<file path="src/rtl/adfs_pkg.sv">
// adfs_pkg: shared types, character codes and the 10^-k double table
// for the decimal scanner; no dependencies
package adfs_pkg;

  localparam logic [7:0] CH_ZERO  = 8'h30;
  localparam logic [7:0] CH_NINE  = 8'h39;
  localparam logic [7:0] CH_POINT = 8'h2E;
  localparam logic [7:0] CH_MINUS = 8'h2D;

  localparam int QUEUE_DEPTH = 4;

  // float32 exponent bias less the double bias and the product alignment
  localparam logic [11:0] EXP_OFFSET = 12'd833;

  typedef enum logic [2:0] {
    MODE_SKIP = 3'b001,
    MODE_INT  = 3'b010,
    MODE_FRAC = 3'b100
  } scan_mode_t;

  typedef struct packed {
    logic [63:0] acc;
    logic        neg;
    logic [4:0]  frac_cnt;
    logic        trunc;
  } job_t;

  // 10^-k as an ieee double bit pattern, k above 17 clamps to 17
  function automatic logic [63:0] pow10_neg(input logic [4:0] k);
    logic [63:0] r;
    case (k)
      5'd0:    r = 64'h3FF0000000000000;
      5'd1:    r = 64'h3FB999999999999A;
      5'd2:    r = 64'h3F847AE147AE147B;
      5'd3:    r = 64'h3F50624DD2F1A9FC;
      5'd4:    r = 64'h3F1A36E2EB1C432D;
      5'd5:    r = 64'h3EE4F8B588E368F1;
      5'd6:    r = 64'h3EB0C6F7A0B5ED8D;
      5'd7:    r = 64'h3E7AD7F29ABCAF48;
      5'd8:    r = 64'h3E45798EE2308C3A;
      5'd9:    r = 64'h3E112E0BE826D695;
      5'd10:   r = 64'h3DDB7CDFD9D7BDBB;
      5'd11:   r = 64'h3DA5FD7FE1796495;
      5'd12:   r = 64'h3D719799812DEA11;
      5'd13:   r = 64'h3D3C25C268497682;
      5'd14:   r = 64'h3D06849B86A12B9B;
      5'd15:   r = 64'h3CD203AF9EE75616;
      5'd16:   r = 64'h3C9CD2B297D889BC;
      default: r = 64'h3C670EF54646D497;
    endcase
    return r;
  endfunction

endpackage

</file>
<file path="src/rtl/adfs_queue.sv">
// adfs_queue: short job queue between the scanner and the converter
// depends on adfs_pkg
module adfs_queue import adfs_pkg::*; (
  input  logic clk,
  input  logic rst,
  input  logic push,
  input  job_t push_job,
  output logic full,
  output logic pop_valid,
  input  logic pop_ready,
  output job_t pop_job
);

  localparam int PW = $clog2(QUEUE_DEPTH);

  job_t          slots [QUEUE_DEPTH];
  logic [PW-1:0] wr_ptr;
  logic [PW-1:0] rd_ptr;
  logic [PW:0]   count;
  logic          pop;

  assign full      = (count == (PW+1)'(QUEUE_DEPTH));
  assign pop_valid = (count != '0);
  assign pop       = pop_valid && pop_ready;
  assign pop_job   = slots[rd_ptr];

  always_ff @(posedge clk) begin
    if (push) begin
      slots[wr_ptr] <= push_job;
    end
  end

  always_ff @(posedge clk) begin
    if (rst) begin
      wr_ptr <= '0;
      rd_ptr <= '0;
      count  <= '0;
    end else begin
      if (push) wr_ptr <= wr_ptr + PW'(1);
      if (pop) rd_ptr <= rd_ptr + PW'(1);
      if (push && !pop) count <= count + (PW+1)'(1);
      else if (pop && !push) count <= count - (PW+1)'(1);
    end
  end

  a_fill : assert property (@(posedge clk) disable iff (rst)
    push && !pop |=> count == $past(count) + (PW+1)'(1))
    else $error("queue count missed a push");

  a_drain : assert property (@(posedge clk) disable iff (rst)
    pop && !push |=> count == $past(count) - (PW+1)'(1))
    else $error("queue count missed a pop");

endmodule

</file>
<file path="config.mk">
export PLATFORM = sky130hd
export DESIGN_NAME = adfs_queue
export DESIGN_NICKNAME = d
export VERILOG_FILES = /design/src/rtl/adfs_pkg.sv /design/src/rtl/adfs_queue.sv
export SDC_FILE = /design/constraint.sdc
export NUM_CORES = 1
export LEC_CHECK = 0
export BUFFER_PORTS_ARGS = -buffer_cell sky130_fd_sc_hd__buf_2
export CAP_MARGIN = 0
export CORE_ASPECT_RATIO = 2
export CORE_MARGIN = 2
export CORE_UTILIZATION = 40
export DETAILED_ROUTE_END_ITERATION = 7
export PLACE_DENSITY = 0.62
export SYNTH_ARGS = -nofsm -noshare
export SYNTH_HDL_FRONTEND = slang
export SYNTH_SLANG_ARGS = --single-unit
</file>
<file path="constraint.sdc">
create_clock -name clk -period 3.2 [get_ports clk]
set_clock_uncertainty 0.1 [all_clocks]
set_input_delay 0.16 -clock clk [delete_from_list [all_inputs] [get_ports clk]]
set_output_delay 0.16 -clock clk [all_outputs]
set_load 0.01 [all_outputs]
</file>
Yosys cells after proc, flatten, opt, wreduce, memory -nomap -nowiden --
Memory sizes are Yosys's and may differ from the RTL's. A register that Yosys moved wholly into a read port is not among the register bits. Index checks and enable logic that the tools add are counted.
Word-level totals: register bits 7, memory bits (writable) 284, bits of input ports 75, output and inout port bits 73, word-level logic and storage cells 22, memories 1
Memories:
- slots | words 4, width 71, rd ports 1, clocked after Yosys merged registers in 1, wr ports 1, RTL line adfs_queue.sv:16 | job_t slots [QUEUE_DEPTH];
Cells by class: add/sub/neg operators 4, equality and inequality tests 1, multiplexer cells 6, reductions and logical operators 7
Operator list (count):
- $mux W3 | 2
- $add A2 B1 Y2 const B | 2
- $mux W2 | 2
- $add A3 B1 Y3 const B | 1
- $eq A3 B3 Y1 const B | 1
- $logic_and A1 B1 Y1 | 3
- $reduce_bool A3 Y1 | 1
- $sub A3 B1 Y3 const B | 1
- $logic_not A1 Y1 | 2
- $mux W1 | 2
- $reduce_bool A2 Y1 | 1

Depth between registers and ports, before layout --
Gate-level depths: netlist of the first run.
word-level depth 5, gate-level depth with buffers 7, mapped depth without buffers 7

Worst setup path after synthesis of the first run --
Ideal clock, no wire load.
path type register to register, start point register wr_ptr[0], end point memory slots[0][0] in the netlist's numbering (enable), arrival 2204 ps, slack 459 ps, cell stages (with the launch flop) 4, buffers on the path 0, clock period less this slack 2741 ps, cell sequence dfxtp_1 > inv_1 > ha_1 > and2_1
RTL lines:
- start, declared | RTL line adfs_queue.sv:17 | logic [PW-1:0] wr_ptr;
- start signal, assigned | RTL line adfs_queue.sv:39 | if (push) wr_ptr <= wr_ptr + PW'(1);
- end, declared | RTL line adfs_queue.sv:16
No word-level cell before the write port.

==> results.toml, run 1 <==
[flow_run]
max_cap_viol_count = 0

[timing]
rsz0062_at_grt = "false"
tightest_slew_ns = 0.645
hold_slack_ns = 0.276
relSlewSlack_pct = 57.0
tns_ns = 0
timing.final.crit_share_pct = 78.8
fin_crit_ns = 2.52
worst_slack_ns = 0.679
slew_viol_final = 0
hold_viol = 0
fmax_mhz = 397
setup_viol = 0

[clocking]
ctsHtreeMaxLevel = 1
cts_sinks = 293
clk_pin_slew_worst_paths_ns = 0.06
ctsResizeCount = 0
post_cts_buffers = 0
clockRootBuffer = "clkbuf_16"
clk_latency_ns = 0.53
cts_hold_buf = 75
cts_tree = "built"
clockBufferDepth = 3
numCtsBuffers = 27

[power]
p_sw_share_pct = 25.2
finalPower_mw = 9.53
intPower_mw = 7.13
clockPowerShare_pct = 30.8
cellPowerDensity_nw_per_um2 = 708
p_leak_nw = 4.55
power_frac_comb_pct = 20.7
p_sw_mw = 2.40
ir_worst_vdd_mv = 0.503
seqPwrFrac_pct = 48.5

[routing]
via_per_inst = 4.91
drt_iter0_drc = 247
detail_route.wl_per_cell_um = 19.1
routed_wl_mm = 19.6
vias = 5038
drtAntennaViolNets = 0
drc_errors = 0
dr.pass1.iters = 4

[global_routing]
grt_use_total_pct = 14.2
grt_pass1_vias = 5629
antenna_found_initial = 0
grt_pass1_wl_mm = 30.8
grt_max_degree = 48
overflow = 0

[placed_design]
dpl_cell_area_um2 = 11900
dp_hpwl_mm = 11.6
post-place-cells = 905
pre_cts_slack_ns = 0.921
port-buffer-count = 147
gp_congestion = 0.698

[cells_and_area]
fin_nets = 742
layout.cells.non_filler = 1027
drive_gt1_share_pct = 39.9
syn2layout_area_growth_pct = 25.1
final_cell_mix = "edfxtp_1, buf_2, dlygate4sd3_1"
final_core_util_pct = 50.4
stdcell_area_um2 = 13500
final_common_cell = "edfxtp_1"
antennaDiodeCount = 0

[synth]
yosysWarningCount = 0
syn_inst = 415
ys_seq_elements = 293
synth.distinct_cells = 23
synthesis.nets = 496
avgSynthCellArea_um2 = 25.9
ys_seq_area_share_pct = 80.9
synth_top_flop_cell = "edfxtp_1"
async_flop_share_pct = 0
synth_edf_count = 284
netlist_area_um2 = 10800

[setup_path]
critPathMaxFanout = 24
cp-start-kind = "flip-flop"
required_ns = 2.94
crit_type = "reg -> out"
critPathArrivalTime_ns = 2.26
regToRegSetupSlack_ns = 0.94
critPathCaptureType = "output pin"
regToRegStartpoint = "count[0]"

[die]
num_rows = 85
pin_count = 148
core_area_um2 = 26700
die_area_um2 = 28300
die_w_um = 120
initial_core_util_pct = 40.3
die_h_um = 236

[hold_path]
hp-start = "push_job[4]"
holdCritPathClass = "in -> reg"

[outcome]
status = "complete, no violations"
## logic make-up after synthesis
kind of cell               synth area share (%)
AOI/OAI and AO/OA                         0.244
xor gates and xnor gates                  0.407
adders and majority gates                 0.767
buffers and inverters                      1.91
DFF                                        80.9
muxes                                      15.1
and+or+nand+nor                           0.663
## power by group through the flow
stage / sequential [mW] / clock [mW] / combinational, mW
2_1_floorplan: 4.56 / 0 / 1.52
4_1_cts: 4.64 / 3.03 / 2.03
6_report: 4.62 / 2.93 / 1.97
3_5_place_dp: 4.72 / 0 / 1.95
3_3_place_gp: 4.71 / 0 / 1.94
5_1_grt: 4.67 / 3.16 / 2.15
## layout make-up
| class | instances | area, um2 |
|---|---|---|
| well taps | 348 | 435 |
| clock inverters | 16 | 108 |
| fillers | 2169 | 13200 |
| inverters | 3 | 11.3 |
| repair buffers | 234 | 1640 |
| multi-input cells | 102 | 1860 |
| clock buffers | 31 | 691 |
| flip-flops and latches | 293 | 8720 |
## layer usage
layer	vias up	share of wire (%)	track usage [%]
met5	-	0	0
met4	0	1.9	3.99
met3	29	6.4	3.17
met2	157	49	24.1
met1	2588	42	18.3
li1	2264	-	-
## worst max-delay path: stages (launching register included)
cell     delay (ns)
dfxtp_4        0.70
buf_12         0.29
mux4_2         0.54
buf_2          0.16
## sequential cells by signal, summed over array words and instances (netlist names), named ones only
signal,flops
wr_ptr,2
rd_ptr,2
count,3
slots,284
## cells in the mapped netlist, types with 2 or more instances
| cell type | n | area, um2 |
|---|---|---|
| dfxtp_1 | 9 | 180 |
| ha_1 | 5 | 62.6 |
| nor2_1 | 7 | 26.3 |
| xor2_1 | 4 | 35.0 |
| edfxtp_1 | 284 | 8530 |
| inv_1 | 3 | 11.3 |
| mux2i_1 | 2 | 20.0 |
| buf_2 | 7 | 35.0 |
| buf_12 | 7 | 140 |
| mux4_2 | 70 | 1580 |
| and2_1 | 4 | 25.0 |
| or3_1 | 2 | 12.5 |
## path summary, 6_finish.rpt
check,to,cells after the start
worst max-delay path,pop_job[53],3
worst min-delay path,slots[0][4],2
worst max register to register,count[2],7
worst min register to register,rd_ptr[1],2
Power figures use the tool's default switching activity.
==> run 2, diff against run 1 <==
Settings changed: ABC_AREA set to 1, PLACE_DENSITY 0.62 to 0.64.
Clock period 3.2 ns to 2.21 ns, I/O delays scaled along.
==> run 2 against run 1 <==
Net effect: hold slack worse by 0.042 ns; synthesized cell count up 81%; critical path type unchanged; critical path depth is 3 higher; area after synthesis up 2.2%; global-route usage grew 2.6 points; highest routed layer is now met5; via count grew 37%; cell count is 31% higher.
==> results.toml, run 2 <==
[outcome]
status = "complete, no violations"

[synth]
syn_inst = 750
yosysWarningCount = 0
avgSynthCellArea_um2 = 14.7
synthTopCellsByArea = "edfxtp_1, o21ai_0, nor2_1"
synth_top_area_share_pct = 77.6
synth_top_cell_by_area = "edfxtp_1"
synth.most_common_cell = "edfxtp_1"
ys_seq_elements = 293
synthesis.nets = 831
ys_seq_area_share_pct = 79.2
synth.distinct_cells = 22
async_flop_share_pct = 0
synth_edf_count = 284
synth_top_flop_cell = "edfxtp_1"
netlist_area_um2 = 11000
synth_common_cells = "edfxtp_1, nor2_1, o21ai_0"

[cells_and_area]
stdcell_area_um2 = 13800
syn2layout_area_growth_pct = 25.7
largest-register = "slots"
final_cell_mix = "edfxtp_1, nor2_1, buf_2"
drive_gt1_share_pct = 22.1
antennaDiodeCount = 0
final_common_cell = "edfxtp_1"
largestRegisters = "slots (284), count (3)"
largest_reg_flops = 284
fin_nets = 1057
fillers = 2306

[placed_design]
port-buffer-count = 147
dpl_cell_area_um2 = 12100
dp_hpwl_mm = 13.2
gp_congestion = 0.703

[setup_path]
critPathCaptureType = "output pin"
crit_type = "reg -> out"
cp-start-kind = "flip-flop"
required_ns = 2.00
critPathArrivalTime_ns = 1.93
critPathMaxFanout = 57

[timing]
relSlewSlack_pct = 68.4
fin_crit_ns = 2.14
tightest_slew_ns = 0.474
tns_ns = 0
hold_slack_ns = 0.234
fmax_mhz = 468
timing.final.crit_share_pct = 96.7
setup_viol = 0
rsz0062_at_grt = "true"
hold_viol = 0
slew_viol_final = 0

[global_routing]
overflow = 0
grt_use_total_pct = 16.7
grt_pass1_wl_mm = 37.1
grt_pass1_vias = 7129
antenna_found_initial = 1
grt_max_degree = 72

[power]
cellPowerDensity_nw_per_um2 = 1030
ir_worst_vdd_mv = 0.728
finalPower_mw = 14.2
p_leak_nw = 4.88

[clocking]
clockBufferDepth = 3
clockRootBuffer = "clkbuf_16"
cts_sinks = 293
clk_pin_slew_worst_paths_ns = 0.06
ctsHtreeMaxLevel = 1
cts_tree = "built"
clk_latency_ns = 0.52
numCtsBuffers = 26

[die]
num_rows = 85
die_h_um = 238
die_w_um = 121
initial_core_util_pct = 40.7
die_area_um2 = 28900
pin_count = 148
core_area_um2 = 27000

[routing]
vias = 6908
drt_iter0_drc = 458
routed_wl_mm = 24.7
drtAntennaViolNets = 0
detail_route.wl_per_cell_um = 18.4
via_per_inst = 5.14
dr.pass1.iters = 4
drc_errors = 0

[flow_run]
max_cap_viol_count = 0

[hold_path]
holdCritPathClass = "in -> reg"
[run 2: cell types whose count changed after synthesis, sizes merged, moves of 11 or more]
cell / delta
o22ai: +71
mux4: -71
clkbuf: +18
nand2: +15
nor2: +141
o21ai: +144
inv: +13
buf: +11
[run 2: critical path, stage by stage (launching register included)]
cell	delay (ns)
dfxtp_4	0.36
buf_12	0.15
inv_16	0.17
buf_12	0.21
o21ai_0	0.09
o22ai_1	0.20
buf_2	0.19
[run 2: metal layers]
metal	GRT usage [%]	share of wire (%)	up-vias
met2	33.4	57	167
met4	5.89	2.5	2
met5	0	0.053	-
met1	17.1	37	3424
li1	-	-	3263
met3	2.58	4.1	52
[run 2: cell type report]
cell class / instances / area (um2) / area share, %
Sequential cell: 293 / 8710 / 63.0
Multi-Input combinational cell: 395 / 1920 / 13.9
Timing Repair Buffer: 244 / 1810 / 13.1
Clock buffer: 35 / 736 / 5.32
Tap cell: 348 / 435 / 3.15
Clock inverter: 13 / 106 / 0.770
Inverter: 16 / 93.8 / 0.679
[run 2: final timing paths]
path | cells after the start | start | to | slack [ns]
min reg2reg | 2 | rd_ptr[1] | flip-flop | 0.43
min | 2 | push_job[14] | slots[2][14] | 0.23
max reg2reg | 12 | count[1] | count[2] | 0.34
max | 6 | flip-flop | pop_job[62] | 0.07
[run 2: cell families (layout without fill, tap and decap cells)]
group | count (synthesis) | after routing | synth area share, %
flip-flops | 293 | 293 | 79.2
AO/OA/AOI/OAI | 221 | 221 | 10.9
AND/OR/NAND/NOR | 167 | 167 | 5.75
buffers and inverters | 62 | 308 | 3.33
adder cells (fa/ha/maj) | 6 | 6 | 0.751
XOR/XNOR | 1 | 1 | 0.0797
[run 2: where the power goes]
part | internal, mW | leakage, nW | switching (mW)
Sequential | 6.38 | 2.68 | 0.0901
Clock | 2.47 | 0.406 | 1.92
Combinational | 1.26 | 1.79 | 2.10
Total | 10.1 | 4.88 | 4.12
[run 2: stage by stage]
| stage | instances | util [%] | worst slack (ns) |
|---|---|---|---|
| floorplan | 750 | - | 0.0132 |
| global placement | 1217 | 44.9 | 0.374 |
| detailed placement | 1217 | 44.9 | 0.365 |
| CTS | 1342 | 51.0 | 0.0141 |
| global route | 1344 | 51.2 | -0.0145 |
| finish | 1344 | 51.2 | 0.0732 |
[run 2: timing repair]
item	CTS	global route
cloned	1	0
endpoints found under the hold margin	293	0
hold buffers	75	0
buffers inserted	1	2
setup endpoints to repair	48	30
gates resized for setup	4	2
