[config.mk]
export PLATFORM = sky130hd
export DESIGN_NAME = adfs_front
export DESIGN_NICKNAME = d
export VERILOG_FILES = /design/src/rtl/adfs_pkg.sv /design/src/rtl/adfs_front.sv
export SDC_FILE = /design/constraint.sdc
export NUM_CORES = 1
export LEC_CHECK = 0
export ABC_AREA = 1
export BUFFER_PORTS_ARGS = -buffer_cell sky130_fd_sc_hd__buf_2
export CAP_MARGIN = 20
export CORE_MARGIN = 2
export CORE_UTILIZATION = 55
export CTS_CLUSTER_DIAMETER = 150
export DETAILED_ROUTE_END_ITERATION = 6
export GPL_ROUTABILITY_DRIVEN = 1
export HOLD_SLACK_MARGIN = 0.02
export PLACE_DENSITY = 0.74
export SYNTH_ARGS = -nofsm -noshare
export SYNTH_HDL_FRONTEND = slang
export SYNTH_SLANG_ARGS = --single-unit
[constraint.sdc]
create_clock -name clk -period 7.9 [get_ports clk]
set_input_delay 1.975 -clock clk [delete_from_list [all_inputs] [get_ports clk]]
set_output_delay 1.975 -clock clk [all_outputs]
set_load 0.1 [all_outputs]
[src/rtl/adfs_pkg.sv]
// adfs_pkg: shared types, character codes and the 10^-k double table
// for the decimal scanner; no dependencies
package adfs_pkg;

  localparam logic [7:0] CH_ZERO  = 8'h30;
  localparam logic [7:0] CH_NINE  = 8'h39;
  localparam logic [7:0] CH_POINT = 8'h2E;
  localparam logic [7:0] CH_MINUS = 8'h2D;

  localparam int QUEUE_DEPTH = 4;

  // float32 exponent bias less the double bias and the product alignment
  localparam logic [11:0] EXP_OFFSET = 12'd833;

  typedef enum logic [2:0] {
    MODE_SKIP = 3'b001,
    MODE_INT  = 3'b010,
    MODE_FRAC = 3'b100
  } scan_mode_t;

  typedef struct packed {
    logic [63:0] acc;
    logic        neg;
    logic [4:0]  frac_cnt;
    logic        trunc;
  } job_t;

  // 10^-k as an ieee double bit pattern, k above 17 clamps to 17
  function automatic logic [63:0] pow10_neg(input logic [4:0] k);
    logic [63:0] r;
    case (k)
      5'd0:    r = 64'h3FF0000000000000;
      5'd1:    r = 64'h3FB999999999999A;
      5'd2:    r = 64'h3F847AE147AE147B;
      5'd3:    r = 64'h3F50624DD2F1A9FC;
      5'd4:    r = 64'h3F1A36E2EB1C432D;
      5'd5:    r = 64'h3EE4F8B588E368F1;
      5'd6:    r = 64'h3EB0C6F7A0B5ED8D;
      5'd7:    r = 64'h3E7AD7F29ABCAF48;
      5'd8:    r = 64'h3E45798EE2308C3A;
      5'd9:    r = 64'h3E112E0BE826D695;
      5'd10:   r = 64'h3DDB7CDFD9D7BDBB;
      5'd11:   r = 64'h3DA5FD7FE1796495;
      5'd12:   r = 64'h3D719799812DEA11;
      5'd13:   r = 64'h3D3C25C268497682;
      5'd14:   r = 64'h3D06849B86A12B9B;
      5'd15:   r = 64'h3CD203AF9EE75616;
      5'd16:   r = 64'h3C9CD2B297D889BC;
      default: r = 64'h3C670EF54646D497;
    endcase
    return r;
  endfunction

endpackage

[src/rtl/adfs_front.sv]
// adfs_front: byte scanner, gathers digits and hands finished numbers on
// depends on adfs_pkg
module adfs_front import adfs_pkg::*; #(
  parameter int MAX_FRACTION_DIGITS = 17
) (
  input  logic       clk,
  input  logic       rst,
  input  logic       take,
  input  logic [7:0] char_byte,
  input  logic       flush,
  output logic       emit,
  output job_t       job
);

  scan_mode_t  mode, mode_next;
  logic [63:0] acc, acc_next;
  logic        neg, neg_next;
  logic [4:0]  cnt, cnt_next;
  logic        trunc, trunc_next;

  logic        is_digit;
  logic [63:0] digit;
  logic [63:0] mac;
  scan_mode_t  start_mode;
  logic [63:0] start_acc;
  logic        start_neg;
  logic        ends;

  assign is_digit = (char_byte >= CH_ZERO) && (char_byte <= CH_NINE);
  assign digit    = {60'd0, 4'(char_byte - CH_ZERO)};
  assign mac      = (acc << 3) + (acc << 1) + digit;

  always_comb begin
    start_mode = MODE_SKIP;
    start_acc  = '0;
    start_neg  = 1'b0;
    if (is_digit) begin
      start_mode = MODE_INT;
      start_acc  = digit;
    end else if (char_byte == CH_MINUS) begin
      start_mode = MODE_INT;
      start_neg  = 1'b1;
    end else if (char_byte == CH_POINT) begin
      start_mode = MODE_FRAC;
    end
  end

  always_comb begin
    mode_next  = mode;
    acc_next   = acc;
    neg_next   = neg;
    cnt_next   = cnt;
    trunc_next = trunc;
    ends       = 1'b0;
    if (flush) begin
      ends       = (mode != MODE_SKIP);
      mode_next  = MODE_SKIP;
      acc_next   = '0;
      neg_next   = 1'b0;
      cnt_next   = '0;
      trunc_next = 1'b0;
    end else begin
      unique case (mode)
        MODE_INT: begin
          if (is_digit) begin
            acc_next = mac;
          end else if (char_byte == CH_POINT) begin
            mode_next = MODE_FRAC;
          end else begin
            ends = 1'b1;
          end
        end
        MODE_FRAC: begin
          if (is_digit) begin
            if (cnt < 5'(MAX_FRACTION_DIGITS)) begin
              acc_next = mac;
              cnt_next = cnt + 5'd1;
            end else begin
              trunc_next = 1'b1;
            end
          end else begin
            ends = 1'b1;
          end
        end
        default: begin
          ends = 1'b0;
        end
      endcase
      if (mode == MODE_SKIP || ends) begin
        mode_next  = start_mode;
        acc_next   = start_acc;
        neg_next   = start_neg;
        cnt_next   = '0;
        trunc_next = 1'b0;
      end
    end
  end

  assign emit = take && ends;
  assign job  = '{acc: acc, neg: neg, frac_cnt: cnt, trunc: trunc};

  always_ff @(posedge clk) begin
    if (rst) begin
      mode  <= MODE_SKIP;
      acc   <= '0;
      neg   <= 1'b0;
      cnt   <= '0;
      trunc <= 1'b0;
    end else if (take) begin
      mode  <= mode_next;
      acc   <= acc_next;
      neg   <= neg_next;
      cnt   <= cnt_next;
      trunc <= trunc_next;
    end
  end

  a_emit_open : assert property (@(posedge clk) disable iff (rst)
    emit |-> mode != MODE_SKIP)
    else $error("number emitted while skipping");

endmodule

### Word-level counts from Yosys, hierarchy flattened

Index checks and enable logic that the tools add are counted.

| operators by class | value |
|---|---|
| mux-type cells | 35 |
| reduce and logical (&&, ||, !) cells | 15 |
| magnitude comparators | 3 |
| equality and inequality tests | 11 |
| $add $sub $neg | 4 |

Operator list:

| kind | count |
|---|---|
| 64-bit two-way mux | 5 |
| 64-bit case mux with 2 select lines | 1 |
| 64-bit by 4-bit adder with 64-bit output | 1 |
| 64-bit adder | 1 |
| 5-bit two-way mux | 5 |
| 3-bit two-way mux | 8 |
| 8-bit by 6-bit == test with 1-bit output, second input constant | 2 |
| 3-bit nonzero test | 5 |
| 1-bit two-way mux | 14 |
| 4-bit != test, second input constant | 3 |
| 4-bit AND reduction | 3 |
| 8-bit by 6-bit greater-or-equal comparator with 1-bit output, second input constant | 1 |
| 8-bit by 6-bit <= comparator with 1-bit output, second input constant | 1 |
| 3-bit by 2-bit != test with 1-bit output, second input constant | 2 |
| 5-bit by 1-bit adder with 5-bit output, second input constant | 1 |
| 5-bit < comparator, second input constant | 1 |
| 5-bit AND reduction | 1 |
| 4-bit two-way mux | 1 |
| 4-bit nonzero test | 1 |
| 4-bit by 1-bit subtractor with 4-bit output, second input constant | 1 |
| 3-bit by 1-bit == test with 1-bit output, second input constant | 1 |
| 3-bit by 2-bit == test with 1-bit output, second input constant | 1 |
| 3-bit == test, second input constant | 1 |
| 3-bit by 1-bit != test with 1-bit output, second input constant | 1 |
| 5 further kinds | 6 |

| word-level totals | value |
|---|---|
| flip-flop bits (word level) | 74 |
| output and inout port bits | 72 |
| input port bits | 12 |
| word-level logic and storage cells | 73 |

### Longest topological paths before layout

Gate-level depths: netlist of the first run.

| depth | value |
|---|---|
| depth in word-level cells | 8 |
| mapped depth | 19 |

### Worst setup path before layout of the first run

OpenSTA, ideal clock, no wires.

| timing path | value |
|---|---|
| path type | input-to-output |
| start | in char_byte[4] |
| end | out emit |
| slack | 2.793 ns |
| data required time | 5.925 ns |
| stages on the path | 7 |
| arrival | 3.132 ns |
| path through | nand2_1 clkinv_1 nand4_1 nand3_2 nand2_2 o21ai_0 inv_1 |

| between the ends | value |
|---|---|
| longest elaborated chain between the ends | 7 |

RTL lines:

| item | RTL line | source |
|---|---|---|
| start: declaration | adfs_front.sv:9 | `input logic [7:0] char_byte,` |
| 8-bit by 6-bit greater-or-equal comparator with 1-bit output, or another cell as far along | adfs_front.sv:29 | `assign is_digit = (char_byte >= CH_ZERO) && (char_byte <= CH_NINE);` |
| 1-bit logical AND / 1-bit two-way mux (equally long branches) | adfs_front.sv:29, adfs_front.sv:67 |  |
| 1-bit two-way mux, on equally long branches | adfs_front.sv:74, adfs_front.sv:65 |  |
| 1-bit case mux with 2 select lines * | adfs_front.sv:63 | `unique case (mode)` |
| 1-bit two-way mux * (2 in series) | adfs_front.sv:55 | `if (flush) begin` |
| 1-bit logical AND * | adfs_front.sv:99 | `assign emit = take && ends;` |
| end: declaration | adfs_front.sv:11 | `output logic emit,` |

Mark *: on every way between the ends. The rest lies on a longest branch, timed or not. The select of a mux whose other input is x is not followed.

### Worst setup path in the final report of the first run

| timing path | value |
|---|---|
| start | in char_byte[5] |
| end | out emit |

The elaborated chain is that of the path after synthesis.

==> results.md, run 1 <==
* Async SR Flop Fraction at 0%
* # setup viols final at 0
* Vias after detailed routing at between 10000 and 15000
* Post-synth top area share at 25.8%
* RePlAce Congestion at 0.989
* Clk root buf: clkbuf_16
* Crit-path max FO at 4
* Layout cells sized above 1 at 8.84%
* PwrDens at roughly 92 nW/um^2
* WP data required at 5.93 ns
* Synthesized area at 9720 sq um
* Ys Warns at 0
* Setup CP Type: in -> out
* Worst Setup Start Kind: input pin
* Biggest area consumer among synthesized cells: nand2_1
* Die W at 137 um
* Clock skew at 0.0110 ns
* Cells after synthesis at 1730
* Ant. Diodes at 0
* RSZ-0062 raised after global routing: false
* CTS H-Tree Depth at 3
* Synth top cells by count: 669 x nand2_1, 330 x inv_1, 183 x nor2_1
* Largest net degree at the start of global routing at 66
* Total core area at 17300 sq um
* Crit. End Element: output pin
* Worst vdd ir at 0.0956 mV
* Most numerous cell in the Yosys netlist: nand2_1
* Fmax at around 190 MHz
* Nets@finish at 1942
* 1st-pass router iterations at 6
* Synthesized Nets at 1867
* # DRC at 0
* Final ANT Viol Nets at 0
* Routed length per instance at 14.6 um
* Final Max Tran Viols at 0
* Max Root-Sink Buffers at 2
* Sequential share of the synthesized area at 15.2%
* EDFF count, synth at 0
* Post-cts sizing count at 0
* Placed wire-length estimate at 24.6 mm
* Area Growth Syn to Fin at 8.79%
* Flop pwr share at approximately two fifths
* I/O Pins at 84
* Least-Margin Pin Slew at 0.866 ns
* Die area at 18700 sq um
* IO buf count at a little over 80
* FP Rows at 48
* Initial antenna violation count at 0
* Synth Flop Type: dfxtp_1
* Switch share at 32.1%
* Status: complete, no violations
* Vias in the first global route at ~9300
* Slew Limit Headroom at between 40% and 50%
* Crit path DAT at 3.20 ns
* Period utilization at 65.5%
* Tmin final at roughly 5.2 ns
* Clock power frac at about 45%
* Comb power frac at 15.6%
* GRT Residual Overflow at 0
* Maxcap violations at 0
* Number of synthesized register bits at between 70 and 80
* TritonCTS clock tree: yes
* Final hold vios at 0
* # hold bufs at CTS at 0
* Avg Cell Area, Syn at about 5.6 sq um
* Synth cell types at 43
* Area contributors post-synth: nand2_1 26%, ha_1 16%, dfxtp_1 15%
* Total track usage at 32.2%
* Clock sinks at 74
* Clk Latency, worst-skew pair at 0.35 ns
* Setup Buffers After CTS at 0
* Hold Crit Class: reg -> reg
* Clock Pin Slew Worst Setup and Hold Paths at 0.06 ns
* Starting Density at between 50% and 60%
* Iteration-0 DRC Markers at 758
* NetSw at 312 uW
* Internal at 660 uW
* Hold Slack at around 0.47 ns
* Setup_tns at 0 ns
* Pleak at 0.00645 uW
* Cts bufs inserted at 9
* Vias/cell at 5.10
* Die Y-Extent at 137 um
* Detailed Route WL at about 30 mm
* First-pass GRT wire length at ~47 mm
per-layer routing:
| layer | GRT usage, % | vias to the layer above | wire (um) |
|---|---|---|---|
| met4 | 8.25 | 0 | 655 |
| met2 | 51.0 | 282 | 12700 |
| li1 | - | 5445 | - |
| met5 | 0 | - | 0 |
| met1 | 46.0 | 4625 | 14500 |
| met3 | 4.15 | 35 | 1790 |
registers in the layout, summed over array words and instances (netlist names):
name,flops
acc,64
cnt,5
mode,3
neg,1
trunc,1
path summary, 6_finish.rpt:
path / start / end / slack, ns / cells after the start
worst min register to register: trunc$_SDFFE_PP0P_ / trunc$_SDFFE_PP0P_ / 0.47 / 1
worst max-delay path: char_byte[5] / emit / 2.73 / 9
worst max register to register: acc[0]$_SDFFE_PP0P_ / acc[56]$_SDFFE_PP0P_ / 4.80 / 16
worst min-delay path: trunc$_SDFFE_PP0P_ / trunc$_SDFFE_PP0P_ / 0.47 / 1
cells in the final DEF (no fill, tap or decap), types with 5 or more instances in the layout:
master       n
nor2_1     183
inv_1      330
o21a_1      10
nand3_1     66
clkbuf_16    9
a21oi_2     20
nand2_1    669
nand3b_1    13
dfxtp_1     74
a21oi_1     72
o21ai_0     14
ha_1       123
o21bai_1     8
and2_1       5
nand4_1     17
nor3_1      13
xor2_1      32
buf_2       83
nand2_2     25
cells by family after synthesis:
| kind of cell | Yosys count | synth area share [%] |
|---|---|---|
| DFF | 74 | 15.2 |
| adders and majority gates | 125 | 16.3 |
| and+or+nand+nor | 1006 | 42.5 |
| xor gates and xnor gates | 33 | 2.97 |
| AOI/OAI and AO/OA | 135 | 8.41 |
| buffers and inverters | 357 | 14.7 |
layout make-up:
class                           instances  area, sq um
Multi-Input combinational cell       1299         6810
Fill cell                            1773         6730
Sequential cell                        74         1480
Inverter                              335         1260
Timing Repair Buffer                   86          438
Tap cell                              225          282
Clock buffer                           11          233
Clock inverter                          5         63.8
critical path, stage by stage:
cell	delay, ns
buf_2	0.11
nand2_1	0.06
clkinv_1	0.08
nand4_1	0.17
nand3_2	0.15
nand2_2	0.12
o21ai_0	0.08
inv_1	0.05
buf_2	0.41
through the flow:
stage               setup WS, ns  cell area (sq um)  instances  total power [uW]  util [%]
floorplan                   2.79               9720       1730               517         -
global placement            2.77              10300       2019               542      59.4
detailed placement          2.73              10300       2019               543      59.4
CTS                         2.72              10600       2035               977      61.1
global route                2.60              10600       2035              1000      61.1
finish                      2.73              10600       2035               972      61.1
power groups by stage:
| stage | Sequential (uW) | Clock [uW] | Combinational, uW |
|---|---|---|---|
| CTS | 384 | 441 | 152 |
| detailed placement | 393 | 0 | 151 |
| floorplan | 418 | 0 | 98.8 |
| global route | 385 | 454 | 165 |
| finish | 384 | 436 | 152 |
| global placement | 393 | 0 | 149 |
Note: power is estimated with default switching activity, not from simulation.
==> run 2: changes to the inputs <==
- PLACE_DENSITY: 0.74 -> 0.77
- clock period: 7.9 -> 4.71 ns (I/O delays scaled with it)
==> run 2 against run 1 <==
Compared with the run above:
- routed wire length increased by 6.5%
- final cell count unchanged
- utilization grew 0.15 points
- critical path depth down 1
- via count increased by 0.97%
- clock-buffer cell count down 2
- first-iteration DRC count rose by 9.8%
- die area unchanged
- clock skew fell by 0.0014 ns
- hold slack lost 0.0027 ns
- clock power rose by 79%
- sequential share of layout area barely moved
- critical path type unchanged
- largest power group unchanged
==> results.md, run 2 (synthesis gave the netlist of run 1 again) <==
* CP cell instances: buf_2, nand2_1, nand4_1, nand3_2, nand2_2, o21ai_0, inv_1, buf_2 (was buf_2, nand2_1, clkinv_1, nand4_1, nand3_2, nand2_2, o21ai_0, inv_1, buf_2)
* First-pass GRT wire length at 49.1 mm (was 46.9 mm)
* Tmin final at 3.63 ns
* Vias/cell at 5.15 (was 5.10)
* Area Growth Syn to Fin at 9.07% (was 8.79%)
* Period utilization at 77.1%
* Worst vdd ir at 0.169 mV (was 0.0956 mV)
* Die area at 18700 sq um (unchanged)
* Die Y-Extent at 137 um (unchanged)
* Hold Crit Class: reg -> reg (unchanged)
* # setup viols final at 0 (unchanged)
* Largest Register: acc (unchanged)
* Most common cell after layout, fill and taps aside: nand2_1 (unchanged)
* Detailed Route WL at 31.6 mm (was 29.7 mm)
* Slowest stage delay, CP at 0.41 ns (about the same)
* Maxcap violations at 0 (unchanged)
* Crit-path max FO at 5 (was 4)
* WP data required at 3.53 ns (was 5.93 ns)
* CTS H-Tree Depth at 3 (unchanged)
* Clock sinks at 74 (unchanged)
* Nets@finish at 1943 (was 1942)
* Total core area at 17300 sq um (unchanged)
* Vias in the first global route at 9356 (was 9263)
* Starting Density at 56.2% (unchanged)
* Final ANT Viol Nets at 0 (unchanged)
* Placed wire-length estimate at 26.2 mm (was 24.6 mm)
* Post-cts sizing count at 0 (unchanged)
* Max Root-Sink Buffers at 2 (unchanged)
* Final hold vios at 0 (unchanged)
* Total track usage at 34.1% (was 32.2%)
* RePlAce Congestion at 1.04 (was 0.989)
* Clock Pin Slew Worst Setup and Hold Paths at 0.06 ns (about the same)
* Status: complete, no violations (unchanged)
* Cts bufs inserted at 9 (unchanged)
* Setup_tns at 0 ns (unchanged)
* Clock skew at 0.00961 ns (was 0.0110 ns)
* TritonCTS clock tree: yes (unchanged)
* Ant. Diodes at 0 (unchanged)
* GRT Residual Overflow at 0 (unchanged)
* Worst Setup Start Kind: input pin (unchanged)
* Most frequent cells in the layout: 669 x nand2_1, 330 x inv_1, 183 x nor2_1, 123 x ha_1, 83 x buf_2 (unchanged)
* Clk Latency, worst-skew pair at 0.35 ns (about the same)
* Largest registers: acc x64, cnt x5, mode x3 (unchanged)
* FP Rows at 48 (unchanged)
* IO buf count at 83 (unchanged)
* 1st-pass router iterations at 6 (unchanged)
* Worst path most repeated cell: buf_2 (unchanged)
* Number of flip-flops under the largest register name at 64 (unchanged)
* Least-Margin Pin Slew at 0.861 ns (was 0.866 ns)
* Fmax at between 200 and 300 MHz
* Largest net degree at the start of global routing at 38 (was 66)
* Slowest cell on the critical path: buf_2 (unchanged)
* Crit path DAT at 2.45 ns (was 3.20 ns)
* # hold bufs at CTS at 0 (unchanged)
* Layout cells sized above 1 at 8.95% (was 8.84%)
* Setup Buffers After CTS at 0 (unchanged)
* # DRC at 0 (unchanged)
* Vias after detailed routing at 10488 (was 10387)
* Setup CP Type: in -> out (unchanged)
* Final Max Tran Viols at 0 (unchanged)
* Routed length per instance at 15.5 um (was 14.6 um)
* Initial antenna violation count at 0 (unchanged)
* Clk root buf: clkbuf_16 (unchanged)
* PwrDens at 159 nW/um^2 (was 92.0 nW/um^2)
* Slew Limit Headroom at 42.6% (was 42.3%)
* Hold Slack at 0.464 ns (was 0.467 ns)
* Die W at 137 um (unchanged)
* Crit. End Element: output pin (unchanged)
* Iteration-0 DRC Markers at 832 (was 758)
* Pleak at 0.00647 uW (was 0.00645 uW)
* I/O Pins at 84 (unchanged)
* RSZ-0062 raised after global routing: false (unchanged)
run 2: final cells by class:
| cell class | count | area [sq um] |
|---|---|---|
| Clock buffer | 9 | 225 |
| Multi-Input combinational cell | 1299 | 6810 |
| Sequential cell | 74 | 1480 |
| Inverter | 335 | 1260 |
| Clock inverter | 6 | 90.1 |
| Timing Repair Buffer | 87 | 445 |
| Fill cell | 1786 | 6700 |
| Tap cell | 225 | 282 |
run 2: power breakdown:
group,leakage [uW],switching [uW],total [uW],internal [uW]
Combinational,0.00572,202,262,59.6
Clock,0.000152,317,781,464
Sequential,0.000597,10.9,645,634
Total,0.00647,530,1690,1160
run 2: per-stage QoR:
stage | setup slack (ns) | area [sq um] | cells | total power [uW] | utilization (%)
2_1_floorplan | 1.20 | 9720 | 1730 | 867 | -
3_3_place_gp | 0.939 | 10300 | 2020 | 915 | 59.4
3_5_place_dp | 0.874 | 10300 | 2020 | 918 | 59.4
4_1_cts | 1.10 | 10600 | 2035 | 1700 | 61.3
5_1_grt | 0.973 | 10600 | 2035 | 1740 | 61.3
6_report | 1.08 | 10600 | 2035 | 1690 | 61.3
run 2: worst paths after layout:
check                       startpoint                    to  slack [ns]  depth (start not counted)
setup / recovery          char_byte[1]                  emit        1.08                          8
hold / removal      trunc$_SDFFE_PP0P_    trunc$_SDFFE_PP0P_        0.46                          1
setup reg to reg  acc[46]$_SDFFE_PP0P_  acc[61]$_SDFFE_PP0P_        1.60                         12
hold reg to reg     trunc$_SDFFE_PP0P_    trunc$_SDFFE_PP0P_        0.46                          1
run 2: metal layers:
metal / global-route usage, % / part of all wire, % / up-vias
li1: - / - / 5449
met3: 4.63 / 6.6 / 40
met1: 48.3 / 48 / 4676
met5: 0 / 0 / -
met2: 53.6 / 43 / 323
met4: 10.2 / 2.4 / 0
run 2: worst max-delay path, delay by kind of cell:
| family | cells | cell delay [ns] |
|---|---|---|
| buffers and inverters | 3 | 0.59 |
| and+or+nand+nor | 4 | 0.59 |
| AOI/OAI and AO/OA | 1 | 0.08 |
